File: src/hdl/chained_hash_table_unit_assert.svh
// Assertion macros for the chained hash table unit.
// Used by the top level; expects i_clk and i_rst_n in scope.
`ifndef CHAINED_HASH_TABLE_UNIT_ASSERT_SVH
`define CHAINED_HASH_TABLE_UNIT_ASSERT_SVH

// Same-cycle implication, checked outside reset.
`define CHU_ASSERT_NOW(lbl, ante, cons) \
    lbl: assert property (@(posedge i_clk) disable iff (!i_rst_n) (ante) |-> (cons)) \
        else $error("assertion failed");

// Next-cycle implication, checked outside reset.
`define CHU_ASSERT_NEXT(lbl, ante, cons) \
    lbl: assert property (@(posedge i_clk) disable iff (!i_rst_n) (ante) |=> (cons)) \
        else $error("assertion failed");

`endif

File: src/hdl/chu_pkg.sv
// Package for the chained hash table unit: request/response types, codes,
// state enums and default sizes. No dependencies.
package chu_pkg;
    localparam int DEF_BUCKETS      = 16;
    localparam int DEF_BUCKET_DEPTH = 8;
    localparam int KEY_W            = 31;
    localparam int TS_W             = 5;
    localparam int BKT_MAX_W        = 10;
    localparam int DIGIT_W          = 4;
    localparam int DIV_STEPS        = 8;

    localparam logic [1:0] OP_INSERT = 2'd0;
    localparam logic [1:0] OP_DELETE = 2'd1;
    localparam logic [1:0] OP_SEARCH = 2'd2;

    localparam logic [2:0] ST_INSERTED  = 3'd0;
    localparam logic [2:0] ST_DELETED   = 3'd1;
    localparam logic [2:0] ST_DEL_FAIL  = 3'd2;
    localparam logic [2:0] ST_FOUND     = 3'd3;
    localparam logic [2:0] ST_NOT_FOUND = 3'd4;
    localparam logic [2:0] ST_FULL      = 3'd5;

    typedef struct packed {
        logic [1:0]       op;
        logic [KEY_W-1:0] key;
    } t_req;

    typedef struct packed {
        logic [2:0] status;
        logic [3:0] bucket;
        logic [2:0] position;
    } t_resp;

    typedef struct packed {
        logic [1:0]           op;
        logic [KEY_W-1:0]     key;
        logic [BKT_MAX_W-1:0] bucket;
    } t_work;

    typedef struct packed {
        logic full;
        logic empty;
    } t_queue_stat;

    typedef enum logic [1:0] {F_IDLE, F_DIV, F_PUSH} t_front_state;

    typedef enum logic [2:0] {
        B_IDLE, B_DISPATCH, B_SCAN_RD, B_SCAN_CMP, B_DEL_RD, B_DEL_WR, B_INS_RD, B_INS_WR
    } t_back_state;
endpackage

File: src/hdl/chu_ram.sv
// Generic simple dual-port RAM with registered read.
// No dependencies.
module chu_ram #(
    parameter int WIDTH = 31,
    parameter int DEPTH = 128
) (
    input  logic                                    i_clk,
    input  logic                                    i_we,
    input  logic [(DEPTH > 1 ? $clog2(DEPTH) : 1)-1:0] i_waddr,
    input  logic [WIDTH-1:0]                        i_wdata,
    input  logic [(DEPTH > 1 ? $clog2(DEPTH) : 1)-1:0] i_raddr,
    output logic [WIDTH-1:0]                        o_rdata
);
    logic [WIDTH-1:0] r_mem [DEPTH];
    logic [WIDTH-1:0] r_rdata;

    always_ff @(posedge i_clk) begin
        if (i_we) begin
            r_mem[i_waddr] <= i_wdata;
        end
        r_rdata <= r_mem[i_raddr];
    end

    assign o_rdata = r_rdata;
endmodule

File: src/hdl/chu_front.sv
// Front part: accepts requests and computes the bucket as key modulo the
// table size, four quotient bits per cycle. Depends on chu_pkg.
module chu_front #(
    parameter int BUCKETS = chu_pkg::DEF_BUCKETS
) (
    input  logic                      i_clk,
    input  logic                      i_rst_n,
    input  logic                      start,
    input  chu_pkg::t_req             i_req,
    input  logic [chu_pkg::TS_W-1:0]  i_table_size,
    input  chu_pkg::t_queue_stat      i_qstat,
    output logic                      busy,
    output logic                      o_push,
    output chu_pkg::t_work            o_work
);
    import chu_pkg::*;

    t_front_state          r_state, n_state;
    logic [1:0]            r_op;
    logic [KEY_W-1:0]      r_key;
    logic [KEY_W:0]        r_shift, n_shift;
    logic [TS_W-1:0]       r_div;
    logic [TS_W-1:0]       r_rem, n_rem;
    logic [2:0]            r_cnt;
    logic [TS_W-1:0]       eff_size;
    logic [TS_W:0]         trial;
    logic [TS_W-1:0]       rem_v;

    // Zero reads as one; anything past the bucket count saturates.
    always_comb begin
        if (i_table_size == '0) begin
            eff_size = TS_W'(1);
        end else if (32'(i_table_size) > BUCKETS) begin
            eff_size = TS_W'(BUCKETS);
        end else begin
            eff_size = i_table_size;
        end
    end

    always_comb begin
        rem_v = r_rem;
        trial = '0;
        for (int k = 0; k < DIGIT_W; k++) begin
            trial = {rem_v, r_shift[KEY_W - k]};
            if (trial >= {1'b0, r_div}) begin
                trial = trial - {1'b0, r_div};
            end
            rem_v = trial[TS_W-1:0];
        end
        n_rem   = rem_v;
        n_shift = {r_shift[KEY_W-DIGIT_W:0], {DIGIT_W{1'b0}}};
    end

    always_comb begin
        n_state = r_state;
        o_push  = 1'b0;
        case (r_state)
            F_IDLE: begin
                if (start) begin
                    n_state = F_DIV;
                end
            end
            F_DIV: begin
                if (r_cnt == 3'(DIV_STEPS - 1)) begin
                    n_state = F_PUSH;
                end
            end
            F_PUSH: begin
                if (!i_qstat.full) begin
                    o_push  = 1'b1;
                    n_state = F_IDLE;
                end
            end
            default: n_state = F_IDLE;
        endcase
    end

    always_ff @(posedge i_clk) begin
        if (!i_rst_n) begin
            r_state <= F_IDLE;
        end else begin
            r_state <= n_state;
        end
    end

    always_ff @(posedge i_clk) begin
        if (r_state == F_IDLE && start) begin
            r_op    <= i_req.op;
            r_key   <= i_req.key;
            r_shift <= {1'b0, i_req.key};
            r_div   <= eff_size;
            r_rem   <= '0;
            r_cnt   <= '0;
        end else if (r_state == F_DIV) begin
            r_shift <= n_shift;
            r_rem   <= n_rem;
            r_cnt   <= r_cnt + 3'd1;
        end
    end

    assign busy          = (r_state != F_IDLE);
    assign o_work.op     = r_op;
    assign o_work.key    = r_key;
    assign o_work.bucket = BKT_MAX_W'(r_rem);
endmodule

File: src/hdl/chu_queue.sv
// Two-entry queue of classified requests between front and back.
// Depends on chu_pkg.
module chu_queue (
    input  logic                 i_clk,
    input  logic                 i_rst_n,
    input  logic                 i_push,
    input  chu_pkg::t_work       i_work,
    input  logic                 i_pop,
    output chu_pkg::t_work       o_work,
    output chu_pkg::t_queue_stat o_stat
);
    import chu_pkg::*;

    t_work      r_mem [2];
    logic       r_wp, r_rp;
    logic [1:0] r_cnt;

    always_ff @(posedge i_clk) begin
        if (!i_rst_n) begin
            r_wp  <= 1'b0;
            r_rp  <= 1'b0;
            r_cnt <= '0;
        end else begin
            if (i_push) begin
                r_wp <= ~r_wp;
            end
            if (i_pop) begin
                r_rp <= ~r_rp;
            end
            r_cnt <= r_cnt + {1'b0, i_push} - {1'b0, i_pop};
        end
    end

    always_ff @(posedge i_clk) begin
        if (i_push) begin
            r_mem[r_wp] <= i_work;
        end
    end

    assign o_work       = r_mem[r_rp];
    assign o_stat.full  = (r_cnt == 2'd2);
    assign o_stat.empty = (r_cnt == 2'd0);
endmodule

File: src/hdl/chu_back.sv
// Back part: executes insert, delete and search on the bucket store and
// the per-bucket counts. Depends on chu_pkg and chu_ram.
module chu_back #(
    parameter int BUCKETS      = chu_pkg::DEF_BUCKETS,
    parameter int BUCKET_DEPTH = chu_pkg::DEF_BUCKET_DEPTH
) (
    input  logic                 i_clk,
    input  logic                 i_rst_n,
    input  chu_pkg::t_work       i_work,
    input  chu_pkg::t_queue_stat i_qstat,
    output logic                 o_pop,
    output logic                 o_idle,
    output logic                 o_res_strobe,
    output chu_pkg::t_resp       o_resp
);
    import chu_pkg::*;

    localparam int ENTRIES = BUCKETS * BUCKET_DEPTH;
    localparam int AW = (ENTRIES > 1) ? $clog2(ENTRIES) : 1;
    localparam int BW = (BUCKETS > 1) ? $clog2(BUCKETS) : 1;
    localparam int CW = $clog2(BUCKET_DEPTH + 1);

    t_back_state      r_state, n_state;
    logic [1:0]       r_op;
    logic [KEY_W-1:0] r_key;
    logic [BW-1:0]    r_bucket;
    logic [AW-1:0]    r_base;
    logic [CW-1:0]    r_n, r_idx, n_idx, r_hit, n_hit;
    logic [CW-1:0]    r_counts [BUCKETS];
    logic             cnt_we;
    logic [CW-1:0]    cnt_val;
    logic             we;
    logic [AW-1:0]    waddr, raddr;
    logic [KEY_W-1:0] wdata, rdata;
    logic             r_strobe, n_strobe;
    t_resp            r_resp, n_resp;
    logic [BW-1:0]    head_bucket;

    chu_ram #(.WIDTH(KEY_W), .DEPTH(ENTRIES)) u_store (
        .i_clk   (i_clk),
        .i_we    (we),
        .i_waddr (waddr),
        .i_wdata (wdata),
        .i_raddr (raddr),
        .o_rdata (rdata)
    );

    assign head_bucket = BW'(i_work.bucket);

    always_comb begin
        n_state  = r_state;
        n_idx    = r_idx;
        n_hit    = r_hit;
        o_pop    = 1'b0;
        we       = 1'b0;
        waddr    = r_base + AW'(r_idx);
        wdata    = rdata;
        raddr    = r_base + AW'(r_idx);
        cnt_we   = 1'b0;
        cnt_val  = r_n;
        n_strobe = 1'b0;
        n_resp.status   = ST_NOT_FOUND;
        n_resp.bucket   = 4'(r_bucket);
        n_resp.position = 3'd0;
        case (r_state)
            B_IDLE: begin
                if (!i_qstat.empty) begin
                    o_pop   = 1'b1;
                    n_state = B_DISPATCH;
                end
            end
            B_DISPATCH: begin
                n_idx = '0;
                case (r_op)
                    OP_INSERT: begin
                        if (r_n >= CW'(BUCKET_DEPTH)) begin
                            n_resp.status = ST_FULL;
                            n_strobe      = 1'b1;
                            n_state       = B_IDLE;
                        end else begin
                            n_idx   = r_n;
                            n_state = B_INS_RD;
                        end
                    end
                    OP_DELETE, OP_SEARCH: begin
                        if (r_n == '0) begin
                            n_resp.status = (r_op == OP_DELETE) ? ST_DEL_FAIL : ST_NOT_FOUND;
                            n_strobe      = 1'b1;
                            n_state       = B_IDLE;
                        end else begin
                            n_state = B_SCAN_RD;
                        end
                    end
                    default: begin
                        n_strobe = 1'b1;
                        n_state  = B_IDLE;
                    end
                endcase
            end
            B_INS_RD: begin
                if (r_idx == '0) begin
                    we            = 1'b1;
                    waddr         = r_base;
                    wdata         = r_key;
                    cnt_we        = 1'b1;
                    cnt_val       = r_n + CW'(1);
                    n_resp.status = ST_INSERTED;
                    n_strobe      = 1'b1;
                    n_state       = B_IDLE;
                end else begin
                    raddr   = r_base + AW'(r_idx - CW'(1));
                    n_state = B_INS_WR;
                end
            end
            B_INS_WR: begin
                we      = 1'b1;
                n_idx   = r_idx - CW'(1);
                n_state = B_INS_RD;
            end
            B_SCAN_RD: begin
                n_state = B_SCAN_CMP;
            end
            B_SCAN_CMP: begin
                if (rdata == r_key) begin
                    n_hit = r_idx;
                    if (r_op == OP_SEARCH) begin
                        n_resp.status   = ST_FOUND;
                        n_resp.position = 3'(r_idx);
                        n_strobe        = 1'b1;
                        n_state         = B_IDLE;
                    end else if ((r_idx + CW'(1)) < r_n) begin
                        n_state = B_DEL_RD;
                    end else begin
                        cnt_we          = 1'b1;
                        cnt_val         = r_n - CW'(1);
                        n_resp.status   = ST_DELETED;
                        n_resp.position = 3'(r_idx);
                        n_strobe        = 1'b1;
                        n_state         = B_IDLE;
                    end
                end else if ((r_idx + CW'(1)) == r_n) begin
                    n_resp.status = (r_op == OP_DELETE) ? ST_DEL_FAIL : ST_NOT_FOUND;
                    n_strobe      = 1'b1;
                    n_state       = B_IDLE;
                end else begin
                    n_idx   = r_idx + CW'(1);
                    n_state = B_SCAN_RD;
                end
            end
            B_DEL_RD: begin
                raddr   = r_base + AW'(r_idx + CW'(1));
                n_state = B_DEL_WR;
            end
            B_DEL_WR: begin
                we = 1'b1;
                if (((CW+1)'(r_idx) + (CW+1)'(2)) < (CW+1)'(r_n)) begin
                    n_idx   = r_idx + CW'(1);
                    n_state = B_DEL_RD;
                end else begin
                    cnt_we          = 1'b1;
                    cnt_val         = r_n - CW'(1);
                    n_resp.status   = ST_DELETED;
                    n_resp.position = 3'(r_hit);
                    n_strobe        = 1'b1;
                    n_state         = B_IDLE;
                end
            end
            default: n_state = B_IDLE;
        endcase
    end

    always_ff @(posedge i_clk) begin
        if (!i_rst_n) begin
            r_state  <= B_IDLE;
            r_strobe <= 1'b0;
            for (int b = 0; b < BUCKETS; b++) begin
                r_counts[b] <= '0;
            end
        end else begin
            r_state  <= n_state;
            r_strobe <= n_strobe;
            if (cnt_we) begin
                r_counts[r_bucket] <= cnt_val;
            end
        end
    end

    always_ff @(posedge i_clk) begin
        r_idx  <= n_idx;
        r_hit  <= n_hit;
        r_resp <= n_resp;
        if (o_pop) begin
            r_op     <= i_work.op;
            r_key    <= i_work.key;
            r_bucket <= head_bucket;
            r_base   <= AW'(32'(head_bucket) * BUCKET_DEPTH);
            r_n      <= r_counts[head_bucket];
        end
    end

    assign o_idle       = (r_state == B_IDLE);
    assign o_res_strobe = r_strobe;
    assign o_resp       = r_resp;
endmodule

File: src/hdl/chained_hash_table_unit.sv
// Top level of the chained hash table unit: table size register, front,
// queue and back. Depends on chu_pkg, chu_front, chu_queue, chu_back.
//
//  Channel   Handshake                    Payload
//  request   start / busy                 i_req  (op, key)
//  result    o_res_strobe (one cycle)     o_resp (status, bucket, position)
//  config    i_cfg_valid / o_cfg_ready    i_cfg_data (table_size)
//
// The front computes the modulo in F_DIV (four quotient bits per cycle),
// then hands the request to the queue in F_PUSH; busy stays high through
// both states, and longer while the queue is full.
// The back runs one request at a time against the single-port-read store:
// inserts shift entries up and write the key at slot zero; searches and
// deletes compare in turn and deletes close the gap, then the result strobe.
// Reset is synchronous and clears all counts at once; the store needs none.
// The receiver cannot stall; results are strobed for exactly one cycle.
module chained_hash_table_unit #(
    parameter int BUCKETS      = chu_pkg::DEF_BUCKETS,
    parameter int BUCKET_DEPTH = chu_pkg::DEF_BUCKET_DEPTH
) (
    input  logic                     i_clk,
    input  logic                     i_rst_n,
    input  logic                     start,
    output logic                     busy,
    input  chu_pkg::t_req            i_req,
    output logic                     o_res_strobe,
    output chu_pkg::t_resp           o_resp,
    input  logic                     i_cfg_valid,
    output logic                     o_cfg_ready,
    input  logic [chu_pkg::TS_W-1:0] i_cfg_data
);
    import chu_pkg::*;
    `include "chained_hash_table_unit_assert.svh"

    // Table size register, written only while the unit is idle.
    logic [TS_W-1:0] r_table_size;
    logic            push, pop, back_idle;
    t_work           front_work, head_work;
    t_queue_stat     qstat;

    always_ff @(posedge i_clk) begin
        if (!i_rst_n) begin
            r_table_size <= TS_W'(16);
        end else if (i_cfg_valid && o_cfg_ready) begin
            r_table_size <= i_cfg_data;
        end
    end

    // The config request is taken only with nothing in flight, and never
    // in the same cycle as a new request.
    assign o_cfg_ready = !busy && !start && qstat.empty && back_idle;

    chu_front #(.BUCKETS(BUCKETS)) u_front (
        .i_clk        (i_clk),
        .i_rst_n      (i_rst_n),
        .start        (start),
        .i_req        (i_req),
        .i_table_size (r_table_size),
        .i_qstat      (qstat),
        .busy         (busy),
        .o_push       (push),
        .o_work       (front_work)
    );

    chu_queue u_queue (
        .i_clk   (i_clk),
        .i_rst_n (i_rst_n),
        .i_push  (push),
        .i_work  (front_work),
        .i_pop   (pop),
        .o_work  (head_work),
        .o_stat  (qstat)
    );

    chu_back #(.BUCKETS(BUCKETS), .BUCKET_DEPTH(BUCKET_DEPTH)) u_back (
        .i_clk        (i_clk),
        .i_rst_n      (i_rst_n),
        .i_work       (head_work),
        .i_qstat      (qstat),
        .o_pop        (pop),
        .o_idle       (back_idle),
        .o_res_strobe (o_res_strobe),
        .o_resp       (o_resp)
    );

    // A taken request always makes the front busy on the next cycle.
    `CHU_ASSERT_NEXT(a_start_busy, start && !busy, busy)
    // The back needs a dispatch cycle, so strobes never come back to back.
    `CHU_ASSERT_NEXT(a_strobe_gap, o_res_strobe, !o_res_strobe)
    // The front never pushes into a full queue.
    `CHU_ASSERT_NOW(a_no_overflow, push, !qstat.full)
    // An insert or a miss reports position zero.
    `CHU_ASSERT_NOW(a_pos_zero, o_res_strobe && (o_resp.status == ST_INSERTED ||
        o_resp.status == ST_NOT_FOUND || o_resp.status == ST_FULL), o_resp.position == 3'd0)
endmodule

File: config.mk
export PLATFORM = sky130hd
export DESIGN_NAME = chained_hash_table_unit
export DESIGN_NICKNAME = d
export VERILOG_FILES = /design/src/hdl/chu_pkg.sv /design/src/hdl/chu_ram.sv /design/src/hdl/chu_front.sv /design/src/hdl/chu_queue.sv /design/src/hdl/chu_back.sv /design/src/hdl/chained_hash_table_unit.sv
export VERILOG_INCLUDE_DIRS = /design/src /design/src/hdl
export SDC_FILE = /design/constraint.sdc
export NUM_CORES = 2
export LEC_CHECK = 0
export BUFFER_PORTS_ARGS = -buffer_cell sky130_fd_sc_hd__buf_2
export CORE_ASPECT_RATIO = 1.5
export CORE_MARGIN = 2
export CORE_UTILIZATION = 63
export DETAILED_ROUTE_END_ITERATION = 8
export PLACE_DENSITY = 0.76
export SLEW_MARGIN = 40
export SYNTH_ARGS = -nofsm -noshare
export SYNTH_HDL_FRONTEND = slang
export SYNTH_HIERARCHICAL = 1
export SYNTH_MEMORY_MAX_BITS = 65536
export SYNTH_SLANG_ARGS = --single-unit
File: constraint.sdc
create_clock -name i_clk -period 9.1 [get_ports i_clk]
set_input_delay 0.455 -clock i_clk [delete_from_list [all_inputs] [get_ports i_clk]]
set_output_delay 0.455 -clock i_clk [all_outputs]
set_load 0.02 [all_outputs]
# Yosys cells after proc, flatten, opt, wreduce, memory -nomap -nowiden

Memory sizes are Yosys's and may differ from the RTL's. A register that Yosys moved wholly into a read port is not among the register bits.
Index checks and enable logic that the tools add are counted.

Bits in registers: 147
Bits in latches: 0
RAM bits: 4108
ROM bits: 0
Input port bits: 42
Output and inout port bits: 13
Logic and storage cells: 186
Memories kept: 3

$add $sub $neg: 17
Multiply operators: 0
Divide/modulo/power cells: 0
Magnitude comparators: 8
Equal/unequal tests: 22
Shift-type cells: 0
Muxes and demuxes: 87
Bitwise gates (word level): 2
Reduce and logical (&&, ||, !) cells: 24

Memory list:

| name                 | depth | width | read ports | clocked after Yosys merged registers in | wr ports | line            | RTL |
|---|---|---|---|---|---|---|---|
| u_back.u_store.r_mem | 128   | 31    | 1          | 1                                       | 1        | chu_ram.sv:14   | `logic [WIDTH-1:0] r_mem [DEPTH];` |
| u_queue.r_mem        | 2     | 38    | 1          | 1                                       | 1        | chu_queue.sv:14 | `t_work r_mem [2];` |
| u_back.r_counts      | 16    | 4     | 1          | 1                                       | 16       | chu_back.sv:29  | `logic [CW-1:0] r_counts [BUCKETS];` |

Operators by type and width:

| operator              | count |
|---|---|
| $mux W31              | 4 |
| $mux W3               | 19 |
| $mux W4               | 12 |
| $eq A31 B31 Y1        | 1 |
| $mux W1               | 26 |
| $mux W5               | 5 |
| $ge A6 B5 Y1          | 4 |
| $pmux W3 S8           | 1 |
| $mux W7               | 3 |
| $sub A5 B5 Y5         | 4 |
| $pmux W3 S2           | 3 |
| $pmux W4 S4           | 1 |
| $eq A3 B3 Y1 const B  | 5 |
| $add A7 B7 Y7         | 2 |
| $pmux W7 S2           | 1 |
| $pmux W3 S4           | 1 |
| $pmux W4 S3           | 1 |
| $mux W2               | 5 |
| $ne A2 B2 Y1 const B  | 5 |
| $add A4 B1 Y4 const B | 2 |
| $logic_not A4 Y1      | 2 |
| $sub A4 B1 Y4 const B | 2 |
| $add A7 B4 Y7         | 1 |
| $eq A2 B2 Y1 const B  | 3 |
| other kinds (32)      | 47 |

# Depth between registers and ports, before layout

Depth in word-level cells: 11
Mapped depth: 30
Gate-level depth less buffers: 30

# Cells and area by module

The synthesis kept the hierarchy.

By module, submodules not included:

| module                  | times used | cells each | area an instance (um^2) | sequential area each (um^2) |
|---|---|---|---|---|
| chu_ram                 | 1          | 5808       | 151406.5                | 119774.9 |
| chu_back                | 1          | 662        | 7040.5                  | 3643.5 |
| chu_front               | 1          | 314        | 4171.5                  | 2292.2 |
| chu_queue               | 1          | 155        | 3533.4                  | 2682.6 |
| chained_hash_table_unit | 1          | 24         | 226.5                   | 100.1 |

# Worst setup path after synthesis

Ideal clock, no wire load.

Path kind: flip-flop to flip-flop
Start: register u_front.r_div[1]
End: register u_front.r_rem[1]
Setup time: 0.123 ns
Arrival: 6.246 ns
Data required time: 8.977 ns
Slack: 2.732 ns
Cell stages (with the launch flop): 28
Path buffers: 0
Clock period less this slack: 6.368 ns
Path through: edfxtp_1 inv_1 fa_1 a211oi_2 o21ai_2 o21ai_0 inv_1 ha_1 and3_1 a21o_1 a221oi_4 nand2_2 mux2i_1 ha_1 nor2b_1 o21a_1 o31ai_1 o311a_4 nand2_2 o21a_1 fa_1 a21o_1 a21o_1 a21o_1 a21oi_1 o21ai_0 a41oi_1 o21ai_1

Longest elaborated chain between the ends: 8
Elaborated cells on any way between the ends: 12
Classes of those cells: add/sub: 4; order compare: 4; mux: 4

Ends and longest elaborated chain:

| element                                       | line                             | RTL |
|---|---|---|
| start, declared                               | chu_front.sv:22                  | `logic [TS_W-1:0] r_div;` |
| start signal, assigned                        | chu_front.sv:91                  | `r_div <= eff_size;` |
| $sub A5 B5 Y5 or $ge A6 B5 Y1 (tied branches) | chu_front.sv:46, chu_front.sv:45 |  |
| $mux W5                                       | chu_front.sv:45                  | `if (trial >= {1'b0, r_div}) begin` |
| $sub A5 B5 Y5 or $ge A6 B5 Y1 (tied branches) | chu_front.sv:46, chu_front.sv:45 |  |
| $mux W5                                       | chu_front.sv:45                  |  |
| $sub A5 B5 Y5 or $ge A6 B5 Y1 (tied branches) | chu_front.sv:46, chu_front.sv:45 |  |
| $mux W5                                       | chu_front.sv:45                  |  |
| $ge A6 B5 Y1 or $sub A5 B5 Y5 (tied branches) | chu_front.sv:45, chu_front.sv:46 |  |
| $mux W5 (*)                                   | chu_front.sv:45                  |  |
| end signal, assigned                          | chu_front.sv:96                  | `r_rem <= n_rem;` |
| end, declared                                 | chu_front.sv:23                  | `logic [TS_W-1:0] r_rem, n_rem;` |

Mark *: on every way between the ends. The rest lies on a longest branch, timed or not.
A chain may end at the register's enable or synchronous reset.

# Worst setup path in the final report

Ends and elaborated chain as after synthesis.

==> flow_summary.yaml <==
grt:
  grt_use_total: 0.345
  use_met1: 0.426
  grt_antenna_before_repair: 51
  grt_pass1_vias: 82213
  overflow: 0
  grt_most_used_layer: "met2"
  grt_max_degree: 110
  grt_pass1_wl_mm: 637
  grtUsageMet2: 0.574
  met3_usage: 0.0582
layout:
  fillCellCount: 14196
  final_nets: 7421
  area_growth_pct: 11.9
  layout-drive-gt1-share: 0.324
  final_util: 0.709
die:
  std_cell_rows: 230
  die-area_um2: 268000
  start_util: 0.633
  coreArea_um2: 262000
  die_h_um: 632
  die_w_um: 423
  ios: 55
cts:
  insertion_delay_ns: 0.94
  cts_tree: "built"
  cts_buffers: 370
  cts_resized: 0
  clk_pin_slew_ns: 0.07
  cts_root_buf: "clkbuf_16"
  max-clock-path-buffers: 4
  htreeDepth: 5
  cts.sinks: 4289
timing:
  hold_viol_final: 0
  worst_slew_pin_slew_ns: 0.913
  finalSetupViolations: 0
  min_period_ns: 7.42
  fin_tns_setup_ns: 0
  fmax_mhz: 135
  relSlewSlack: 0.391
  skew_ns: 0.0590
  finalCritPeriodShare: 0.815
  slew_violations: 0
  rsz0062_at_grt: "no"
route:
  final_antenna_net_count: 0
  drc: 0
  drt_iter0_markers: 13774
  routedWlPerCell_um: 41.3
  via_per_inst: 7.30
  firstDrtPassIters: 8
  vias: 81513
  routed_wl_mm: 461
hold_path:
  worstHoldStart: "i_rst_n"
  min_to: "u_queue/r_wp"
  hold_class: "in -> reg"
  worstHoldPathCells: 3
job:
  max_cap_violations: 0
power_and_ir_drop:
  leakage_nw: 57.8
  p_comb_frac: 0.282
  sw_frac_of_total: 0.318
  vdd_drop_max_mv: 0.250
  finalPower_mw: 57.6
  internal_power_mw: 39.3
  power_frac_seq: 0.438
  power.switching_mw: 18.3
  clock_power_share: 0.280
  pwr_density_cell_nw_per_um2: 310
critical_path:
  endpoint_kind: "flop"
  worstReg2RegStart: "u_front/r_div[1]"
  cp.depth: 27
  arrival_ns: 8.19
  critPathTopFamily: "compound AO/OA/AOI/OAI gates"
  crit_required_ns: 9.87
  crit_buf_inv: 3
  crit_fanout: 8
  cpMostUsedCell: "a21o_1"
  critical_path_class: "reg -> reg"
  cpPeakStageDelay_ns: 0.51
  reg2reg_to: "u_front/r_rem[1]"
  startpoint_type: "flop"
  r2r_cells: 27
  reg2reg_slack_ns: 1.68
  critPathSlowestCell: "fa_1"
place:
  globalplace.congestion: 0.870
  io_buffers: 54
  dp_hpwl_mm: 233
yosys:
  syn-num-nets: 7038
  synth_area_um2: 166000
  synth_cells: 6939
  ys_warn_count: 6
  syn_avg_cell_area_um2: 23.9
run_status:
  status: "finished clean"
## stage by stage
step                hold WS [ns]  cell area [um^2]  worst slack [ns]  instances
floorplan                  0.359            166000              2.73       6939
global route               0.141            186000              1.12      11150
detailed placement         0.433            173000              1.71      10376
CTS                       0.0978            185000              1.64      11082
global placement           0.429            172000              1.64      10367
finish                     0.131            186000              1.68      11164
## layout by cell type (no fill, tap or decap), types with 34 or more instances in the layout
cell type / instances
buf_2: 54
buf_4: 196
bufinv_16: 47
clkbuf_1: 80
clkbuf_16: 375
clkinv_1: 78
clkinv_2: 46
dfxtp_1: 64
diode_2: 72
dlygate4sd3_1: 44
edfxtp_1: 4223
ha_1: 52
inv_1: 40
mux2_2: 64
mux2_4: 34
mux4_2: 1322
nand2_1: 149
nor2_1: 102
nor2_4: 120
xnor2_1: 44
## metal layers
layer | share of wire | vias to the layer above | wire length, um
met3 | 0.10 | 1312 | 46600
met4 | 0.076 | 28 | 34900
met2 | 0.51 | 6576 | 235000
met5 | 0.00042 | - | 195
met1 | 0.31 | 43136 | 145000
li1 | - | 30461 | -
## how the worst max path moves through the flow
stage / start / to / slack [ns]
floorplan: u_front/r_div[1] / u_front/r_rem[1] / 2.73
global placement: u_front/r_div[1] / u_front/r_rem[3] / 1.64
detailed placement: u_front/r_div[1] / u_front/r_rem[3] / 1.71
CTS: u_front/r_div[1] / u_front/r_rem[1] / 1.64
global route: u_front/r_div[1] / u_front/r_rem[1] / 1.12
finish: u_front/r_div[1] / u_front/r_rem[1] / 1.68
## repair_timing
item / in CTS / in global routing
hold buffers: 44 / 0
buffers inserted: 0 / 0
hold endpoints to repair: 68 / 0
## layout make-up
cell class / instances / area [um^2] / area share
inverter: 41 / 154 / 0.000829
clock buffer: 459 / 9740 / 0.0525
clock inverter: 203 / 2270 / 0.0122
antenna: 72 / 180 / 0.000970
timing repair buffer: 363 / 3420 / 0.0184
sequential: 4289 / 128000 / 0.690
multi-input combinational: 2257 / 37400 / 0.202
tap: 3480 / 4350 / 0.0234
## power groups by stage
stage	Clock, mW	Combinational (mW)	Sequential, mW
final	16.1	16.3	25.2
after detailed placement	0	15.5	25.6
after global placement	0	15.0	25.6
after CTS	16.2	15.8	25.2
after global routing	16.8	16.6	25.2
after floorplan	0	9.12	25.7
## worst reg2reg max path, cell delays in order (launching register included)
cell and delay [ns]:
edfxtp_1 0.43, inv_1 0.21, fa_1 0.51, a211oi_2 0.32, o21ai_2 0.17, o21ai_0 0.51
inv_1 0.10, ha_1 0.30, and3_1 0.21, a21o_1 0.24, a221oi_4 0.31, nand2_2 0.13
o21ai_1 0.35, inv_1 0.09, ha_1 0.30, and4_1 0.20, o31ai_1 0.32, o311a_4 0.32
nand2_2 0.10, o21a_1 0.22, fa_1 0.45, a21o_1 0.17, a21o_1 0.17, a21o_1 0.17
a21oi_1 0.49, o21ai_0 0.20, a41oi_1 0.18, o21ai_1 0.09
## flip-flops by register name, indices dropped and copies added, names as in the netlist, 2 cells and up, named ones only
register and cells:
u_back/u_store/o_rdata 31, u_back/r_base 4, u_front/r_rem 5, r_table_size 5
u_back/r_idx 4, u_back/r_state 3, u_back/r_hit 3, u_front/r_key 31
u_front/r_shift 32, u_queue/r_cnt 2, u_queue/r_mem 74, u_back/u_store/r_mem 3968
u_front/r_div 5, u_back/r_key 31, u_front/r_cnt 3, u_front/r_op 2
u_back/r_op 2, u_back/r_counts 64, u_front/r_state 2, u_back/r_n 4
u_back/o_resp 10
(Power assumes the default switching activity.)
